==> config.mk <==
export PLATFORM = sky130hd
export DESIGN_NAME = lux_to_brightness_curve
export DESIGN_NICKNAME = d
export VERILOG_FILES = /design/src/sv/lbc_pkg.sv /design/src/sv/lux_to_brightness_curve.sv
export SDC_FILE = /design/constraint.sdc
export NUM_CORES = 2
export LEC_CHECK = 0
export BUFFER_PORTS_ARGS = -buffer_cell sky130_fd_sc_hd__buf_2
export CORE_UTILIZATION = 58
export DETAILED_ROUTE_END_ITERATION = 16
export GPL_TIMING_DRIVEN = 0
export PLACE_DENSITY = 0.77
export SLEW_MARGIN = 10
export SYNTH_ARGS = -nofsm -noshare
export SYNTH_HDL_FRONTEND = slang
export SYNTH_SLANG_ARGS = --single-unit
==> constraint.sdc <==
create_clock -name clk -period 8.1 [get_ports clk]
set_input_delay 1.62 -clock clk [delete_from_list [all_inputs] [get_ports clk]]
set_output_delay 1.62 -clock clk [all_outputs]
set_load 0.02 [all_outputs]
==> src/sv/lbc_pkg.sv <==
package lbc_pkg;

  localparam int LUX_W     = 17;
  localparam int BRI_W     = 8;
  localparam int PT_W      = LUX_W + BRI_W;
  localparam int LIM_W     = 24;
  localparam int IDX_W     = 3;
  localparam int CNT_W     = 3;
  localparam int NUM_W     = LUX_W + BRI_W;
  localparam int DIV_STEPS = BRI_W;

  // register map
  localparam logic [IDX_W-1:0] REG_COUNT  = 3'd0;
  localparam logic [IDX_W-1:0] REG_POINT0 = 3'd1;
  localparam logic [IDX_W-1:0] REG_LIMITS = 3'd7;

  // min 0, max 255, fallback 0
  localparam logic [LIM_W-1:0] LIMITS_RESET = 24'h00FF00;

  localparam logic STATUS_OK  = 1'b0;
  localparam logic STATUS_ERR = 1'b1;

  // segment select result
  typedef struct packed {
    logic             err;
    logic             direct;
    logic [BRI_W-1:0] dval;
    logic [LUX_W-1:0] x;
    logic [LUX_W-1:0] x1;
    logic [LUX_W-1:0] x2;
    logic [BRI_W-1:0] y1;
    logic [BRI_W-1:0] y2;
  } sel_t;

  // one divider stage
  typedef struct packed {
    logic             err;
    logic             neg;
    logic [BRI_W-1:0] y1;
    logic [NUM_W-1:0] rem;
    logic [LUX_W-1:0] den;
    logic [BRI_W-1:0] quo;
  } div_t;

  function automatic logic [LUX_W-1:0] pt_lux(input logic [PT_W-1:0] pt);
    return pt[LUX_W-1:0];
  endfunction

  function automatic logic [BRI_W-1:0] pt_bri(input logic [PT_W-1:0] pt);
    return pt[PT_W-1:LUX_W];
  endfunction

endpackage

==> src/sv/lux_to_brightness_curve.sv <==
// Lux to brightness curve. Maps one ambient-light reading (lux, lux_valid) to a
// display brightness through up to MAX_POINTS breakpoints written over the cfg
// port. Between two points the result is y1 + floor((y2-y1)(x-x1)/(x2-x1)),
// exact; at or beyond an end point it is that point's brightness. With no
// points the fallback brightness is used, with one point its brightness. The
// value is clamped to min, then to max (max wins). A NaN reading
// (lux_valid = 0) gives status 1 and brightness 0. Throughput is one beat per
// clock while result_stall does not hold the output register back.
// The accepting edge loads the select stage, then come the multiply stage,
// eight restoring-divider stages (one quotient bit each) and the output
// register. Configuration must be written only while the pipeline is empty.
module lux_to_brightness_curve #(
  parameter int MAX_POINTS = 6
) (
  input  logic                       clk,
  input  logic                       rst,
  // configuration
  input  logic                       cfg_valid,
  output logic                       cfg_ready,
  input  logic [lbc_pkg::IDX_W-1:0]  cfg_index,
  input  logic [lbc_pkg::PT_W-1:0]   cfg_data,
  // sample channel
  input  logic                       sample_valid,
  output logic                       sample_stall,
  input  logic [lbc_pkg::LUX_W-1:0]  lux,
  input  logic                       lux_valid,
  // result channel
  output logic                       result_valid,
  input  logic                       result_stall,
  output logic [lbc_pkg::BRI_W-1:0]  brightness,
  output logic                       status
);

  localparam int LUX_W     = lbc_pkg::LUX_W;
  localparam int BRI_W     = lbc_pkg::BRI_W;
  localparam int PT_W      = lbc_pkg::PT_W;
  localparam int CNT_W     = lbc_pkg::CNT_W;
  localparam int IDX_W     = lbc_pkg::IDX_W;
  localparam int NUM_W     = lbc_pkg::NUM_W;
  localparam int DIV_STEPS = lbc_pkg::DIV_STEPS;

  // ---------------------------------------------------------------------------
  // Configuration registers. Points beyond MAX_POINTS are never read, so they
  // are not stored.
  // ---------------------------------------------------------------------------
  logic [CNT_W-1:0]          point_count;
  logic [PT_W-1:0]           pts [MAX_POINTS];
  logic [lbc_pkg::LIM_W-1:0] limits;

  assign cfg_ready = 1'b1;

  always_ff @(posedge clk) begin
    if (rst) begin
      point_count <= '0;
      limits      <= lbc_pkg::LIMITS_RESET;
      for (int i = 0; i < MAX_POINTS; i++) begin
        pts[i] <= '0;
      end
    end else if (cfg_valid) begin
      if (cfg_index == lbc_pkg::REG_COUNT) begin
        point_count <= cfg_data[CNT_W-1:0];
      end
      if (cfg_index == lbc_pkg::REG_LIMITS) begin
        limits <= cfg_data[lbc_pkg::LIM_W-1:0];
      end
      for (int i = 0; i < MAX_POINTS; i++) begin
        if (cfg_index == IDX_W'(lbc_pkg::REG_POINT0 + i)) begin
          pts[i] <= cfg_data;
        end
      end
    end
  end

  // ---------------------------------------------------------------------------
  // Flow control: a stage moves when it is empty or the next one moves, so
  // bubbles are squeezed out and the input stays open while a result waits, as long as some stage is empty.
  // ---------------------------------------------------------------------------
  logic                 sel_v;
  logic                 sel_en;
  logic [DIV_STEPS:0]   dv_v;
  logic [DIV_STEPS:0]   dv_en;
  logic                 out_en;

  always_comb begin
    out_en           = !result_valid || !result_stall;
    dv_en[DIV_STEPS] = !dv_v[DIV_STEPS] || out_en;
    for (int k = DIV_STEPS - 1; k >= 0; k--) begin
      dv_en[k] = !dv_v[k] || dv_en[k+1];
    end
    sel_en = !sel_v || dv_en[0];
  end

  assign sample_stall = !sel_en;

  // ---------------------------------------------------------------------------
  // Stage 1: pick the segment. End checks first, then first exact match or
  // first bracketing pair in point order.
  // ---------------------------------------------------------------------------
  lbc_pkg::sel_t    sel;
  lbc_pkg::sel_t    sel_next;
  logic [CNT_W-1:0] cnt_eff;
  logic [LUX_W-1:0] last_x;
  logic [BRI_W-1:0] last_y;
  logic             scan_found;

  always_comb begin
    cnt_eff = (point_count > CNT_W'(MAX_POINTS)) ? CNT_W'(MAX_POINTS) : point_count;
    last_x  = '0;
    last_y  = '0;
    for (int i = 0; i < MAX_POINTS; i++) begin
      if (CNT_W'(i + 1) == cnt_eff) begin
        last_x = lbc_pkg::pt_lux(pts[i]);
        last_y = lbc_pkg::pt_bri(pts[i]);
      end
    end
  end

  always_comb begin
    sel_next        = '0;
    sel_next.err    = !lux_valid;
    sel_next.x      = lux;
    sel_next.direct = 1'b1;
    scan_found      = 1'b0;
    if (cnt_eff == '0) begin
      sel_next.dval = limits[23:16];
    end else if (cnt_eff == CNT_W'(1)) begin
      sel_next.dval = lbc_pkg::pt_bri(pts[0]);
    end else if (lux <= lbc_pkg::pt_lux(pts[0])) begin
      sel_next.dval = lbc_pkg::pt_bri(pts[0]);
    end else if (lux >= last_x) begin
      sel_next.dval = last_y;
    end else begin
      // unsorted curve with no bracketing pair falls back to the last point
      sel_next.dval = last_y;
      for (int i = 0; i < MAX_POINTS - 1; i++) begin
        if (!scan_found && (CNT_W'(i + 1) < cnt_eff)) begin
          if (lux == lbc_pkg::pt_lux(pts[i])) begin
            scan_found    = 1'b1;
            sel_next.dval = lbc_pkg::pt_bri(pts[i]);
          end else if ((lbc_pkg::pt_lux(pts[i]) < lux) &&
                       (lux < lbc_pkg::pt_lux(pts[i+1]))) begin
            scan_found    = 1'b1;
            sel_next.dval = lbc_pkg::pt_bri(pts[i]);
            if (lbc_pkg::pt_bri(pts[i]) != lbc_pkg::pt_bri(pts[i+1])) begin
              sel_next.direct = 1'b0;
              sel_next.x1     = lbc_pkg::pt_lux(pts[i]);
              sel_next.x2     = lbc_pkg::pt_lux(pts[i+1]);
              sel_next.y1     = lbc_pkg::pt_bri(pts[i]);
              sel_next.y2     = lbc_pkg::pt_bri(pts[i+1]);
            end
          end
        end
      end
    end
  end

  always_ff @(posedge clk) begin
    if (rst) begin
      sel_v <= 1'b0;
    end else if (sel_en) begin
      sel_v <= sample_valid;
    end
  end

  always_ff @(posedge clk) begin
    if (sel_en) begin
      sel <= sel_next;
    end
  end

  // ---------------------------------------------------------------------------
  // Stage 2: deltas and |dy| * dx. A direct value rides through as y1 with a
  // zero numerator so the divider yields zero.
  // ---------------------------------------------------------------------------
  lbc_pkg::div_t    dv      [DIV_STEPS+1];
  lbc_pkg::div_t    dv_next [DIV_STEPS+1];
  logic [LUX_W-1:0] dx;
  logic [BRI_W-1:0] dy_mag;

  always_comb begin
    dx = sel.x - sel.x1;
    dv_next[0]     = '0;
    dv_next[0].err = sel.err;
    if (sel.direct) begin
      dy_mag         = '0;
      dv_next[0].y1  = sel.dval;
      dv_next[0].den = LUX_W'(1);
    end else begin
      if (sel.y2 >= sel.y1) begin
        dy_mag = sel.y2 - sel.y1;
      end else begin
        dy_mag         = sel.y1 - sel.y2;
        dv_next[0].neg = 1'b1;
      end
      dv_next[0].y1  = sel.y1;
      dv_next[0].den = sel.x2 - sel.x1;
      dv_next[0].rem = {{LUX_W{1'b0}}, dy_mag} * {{BRI_W{1'b0}}, dx};
    end
  end

  always_ff @(posedge clk) begin
    if (rst) begin
      dv_v[0] <= 1'b0;
    end else if (dv_en[0]) begin
      dv_v[0] <= sel_v;
    end
  end

  always_ff @(posedge clk) begin
    if (dv_en[0]) begin
      dv[0] <= dv_next[0];
    end
  end

  // ---------------------------------------------------------------------------
  // Restoring divider: one quotient bit per stage, MSB first. The quotient is
  // bounded by |dy| < 256, so BRI_W steps suffice.
  // ---------------------------------------------------------------------------
  for (genvar k = 0; k < DIV_STEPS; k++) begin : g_div
    localparam int B = DIV_STEPS - 1 - k;
    logic [NUM_W-1:0] trial;

    always_comb begin
      trial          = NUM_W'(dv[k].den) << B;
      dv_next[k+1]   = dv[k];
      if (dv[k].rem >= trial) begin
        dv_next[k+1].rem    = dv[k].rem - trial;
        dv_next[k+1].quo[B] = 1'b1;
      end
    end

    always_ff @(posedge clk) begin
      if (rst) begin
        dv_v[k+1] <= 1'b0;
      end else if (dv_en[k+1]) begin
        dv_v[k+1] <= dv_v[k];
      end
    end

    always_ff @(posedge clk) begin
      if (dv_en[k+1]) begin
        dv[k+1] <= dv_next[k+1];
      end
    end
  end

  // ---------------------------------------------------------------------------
  // Output: floor for a falling segment, add to y1, clamp min then max.
  // ---------------------------------------------------------------------------
  logic [BRI_W:0]   q_mag;
  logic [BRI_W:0]   sum;
  logic [BRI_W-1:0] clamped;
  logic [BRI_W-1:0] lim_lo;
  logic [BRI_W-1:0] lim_hi;

  always_comb begin
    lim_lo = limits[7:0];
    lim_hi = limits[15:8];
    q_mag  = {1'b0, dv[DIV_STEPS].quo};
    if (dv[DIV_STEPS].neg) begin
      if (dv[DIV_STEPS].rem != '0) begin
        q_mag = q_mag + (BRI_W+1)'(1);
      end
      sum = {1'b0, dv[DIV_STEPS].y1} - q_mag;
    end else begin
      sum = {1'b0, dv[DIV_STEPS].y1} + q_mag;
    end
    clamped = sum[BRI_W-1:0];
    if (clamped < lim_lo) begin
      clamped = lim_lo;
    end
    if (clamped > lim_hi) begin
      clamped = lim_hi;
    end
  end

  always_ff @(posedge clk) begin
    if (rst) begin
      result_valid <= 1'b0;
    end else if (out_en) begin
      result_valid <= dv_v[DIV_STEPS];
    end
  end

  always_ff @(posedge clk) begin
    if (out_en) begin
      if (dv[DIV_STEPS].err) begin
        brightness <= '0;
        status     <= lbc_pkg::STATUS_ERR;
      end else begin
        brightness <= clamped;
        status     <= lbc_pkg::STATUS_OK;
      end
    end
  end

endmodule

==> summary.md <==
| Metric | Value |
|---|---|
| Routed WL | `between 100,000 and 150,000 um` |
| Most frequent cells in the layout | `723 x edfxtp_1, 443 x inv_1, 370 x ha_1` |
| Final hold vios | `0` |
| DIE AREA | `a little over 80,000 um2` |
| Synth async-reset ratio | `0` |
| Finished Core Util | `0.650` |
| Die width | `around 290 um` |
| Syn Inst Count | `4,490` |
| First-pass GRT wire length | `197,000 um` |
| Multi-input logic area | `between 20,000 and 25,000 um2` |
| Initial antenna violation count | `6` |
| Share of cells above drive strength 1 | `0.0754` |
| Synth cell types | `98` |
| Nets@finish | `5,176` |
| P&R area growth vs syn | `10.5%` |
| VDD IR max | `179 uV` |
| Leakage | `21.1 nW` |
| Post-Syn Area | `47,600 um2` |
| Worst slew margin | `0.123` |
| CTS tree | `yes` |
| Failing checks | `DRC` |
| CP most frequent cell | `fa_1` |
| Hold-fix buffers, CTS | `0` |
| FF+latch count, synth | `761` |
| Post-synth EDFFs | `between 700 and 800` |
| Layout fillers | `~6.2k` |
| CTS sink count | `approximately 760` |
| Worst-skew pair later-pin latency | `approximately 650 ps` |
| H-tree depth | `3` |
| Fmax achieved | `0.127 GHz` |
| Placer congestion estimate | `just under 1` |
| Slowest stage delay, CP | `600 ps` |
| Slew Limit Fails | `0` |
| Hold_ws | `411 ps` |
| Final Non-Filler Cells | `a little under 6k` |
| 1st-iter DRT viols | `roughly 3.6k` |
| Synth Net Count | `5,014` |
| Crit-path max FO | `10` |
| Sequential Area | `22,500 um2` |
| Clock buffer count from CTS | `82` |
| Outcome | `finished, violations left` |
| IO buf count | `60` |
| CTS root buf | `clkbuf_16` |
| IO Count | `63` |
| ANT nets after route | `0` |
| Inst Count DP | `5,626` |
| Number of max-cap violations | `0` |
| Total GRT Usage | `0.311` |
| Clk slew on worst S/H paths | `80 ps` |
| Final Setup Violations | `0` |
| Signal arrival time at the worst endpoint | `around 8300 ps` |
| Via count | `35.6k` |
| Commonest non-fill, non-tap cell in the layout | `edfxtp_1` |
| Period utilisation layout | `0.968` |
| Pwr per Cell Area | `245 nW/um2` |
| Die height | `288 um` |
| Hpwl dp | `100,000 um` |
| Syn avg cell area | `around 11 um2` |
| Core area | `80,800 um2` |
| Startpoint Class | `flip-flop` |
| Crit path time final | `7840 ps` |
| Slowest CP cell | `fa_1` |
| Final TNS setup | `0 ps` |
| Pin count of the biggest net entering global routing | `59` |
| Clock Path Buffers | `3` |
| Via density | `~6` |
| Worst-Margin Slew | `1310 ps` |
| CP Capture Type | `flip-flop` |
| Grt total ovfl | `0` |
| Critical path required time | `8580 ps` |
| Sequential share of the synthesized area | `0.472` |
| WS Path Type | `flip-flop to flip-flop` |
| Number of global-route vias before repair | `34.5k` |
| Unrepaired setup endpoints after global routing | `yes` |
| Remaining DRCs | `2` |
| Post-synth top flop | `edfxtp_1` |
| Avg WL per Cell | `22.4 um` |
| Pre-Repair DR Iteration Count | `17` |
| Starting Density | `0.589` |
| # rows | `104` |
| Post-Route Skew | `around 50 ps` |
| Worst hold path class | `flip-flop to flip-flop` |
| Yosys warning count | `0` |
## synth_stat cells, drive strengths merged (49+ instances only)
master  instances  share of area
mux2i          67          0.014
a211oi         53         0.0085
nand2         299          0.024
nand4          49         0.0064
nand3          63         0.0066
xnor2         134          0.025
a21o           62         0.0098
ha            370          0.097
fa            103          0.043
nand2b         54         0.0071
edfxtp        723           0.46
or3            71         0.0093
inv           448          0.035
nor3           83         0.0089
nor2          367          0.029
a222oi         57          0.012
clkbuf        129          0.010
a31oi          88          0.012
a21oi         285          0.030
and2          163          0.021
o21ai         207          0.022
xor2           87          0.016
## area by class of cell
type                    instances  area share
multi-input cells            3108       0.435
flip-flops and latches        761       0.428
clock buffers                  95      0.0402
inverters                     450      0.0321
well taps                    1060      0.0252
clock inverters                58      0.0144
plain buffers                 171      0.0132
repair buffers                 78      0.0117
diodes                          7    0.000333
## metrics by stage
step	area (um2)	total power, mW	setup WS, ps
2_1_floorplan	47600	7.88	170
3_3_place_gp	49200	8.79	-1560
3_5_place_dp	49600	8.87	82.1
4_1_cts	52500	12.8	48.3
5_1_grt	52500	13.4	-52.2
6_report	52500	12.9	256
## power by group
group	leakage [nW]	internal [mW]	switching, mW
clock	1.37	2.32	1.64
combinational	11.3	1.49	2.07
sequential	8.46	4.98	0.360
## metal layers
metal / global-route usage / part of all wire
met4: 0.127 / 0.042
met1: 0.392 / 0.40
met2: 0.537 / 0.49
met5: 0 / 0.00021
met3: 0.0448 / 0.064
## state kept, by name, summed over array words and instances (netlist names), 3 cells and up
name	count
dv_v	9
dv	487
point_count	3
pts	150
brightness	8
sel	76
limits	24
## kinds of logic after synthesis
kind of cell,Yosys count,share of synthesized area
AO/OA/AOI/OAI,983,0.134
XOR/XNOR,221,0.0409
adder cells (fa/ha/maj),473,0.141
buffers and inverters,621,0.0500
flip-flops,761,0.472
multiplexers,104,0.0229
other,1,0.0000788
AND/OR/NAND/NOR,1326,0.139
## worst paths after layout
path,start,endpoint,slack (ps),cells past startpoint
worst min-delay path,dv[0][290],dv[0][350],410,0
worst min register to register,dv[0][290],dv[0][350],410,0
worst max-delay path,sel[0],dv[0][48],260,29
worst max register to register,sel[0],dv[0][48],260,29
## repair_timing
action | CTS | global route
buffers inserted | 0 | 2
setup endpoints to repair | 0 | 3
resized for setup | 0 | 8
## worst max-delay path, delay by kind of cell, from the launching register on
kind	cells	cell delay, ps
compound gates	9	1890
xor+xnor	1	370
fa+ha+maj	6	2590
buf+inv	5	650
flops	1	390
mux	1	410
simple gates	7	1370
Note: power is estimated with default switching activity, not from simulation.
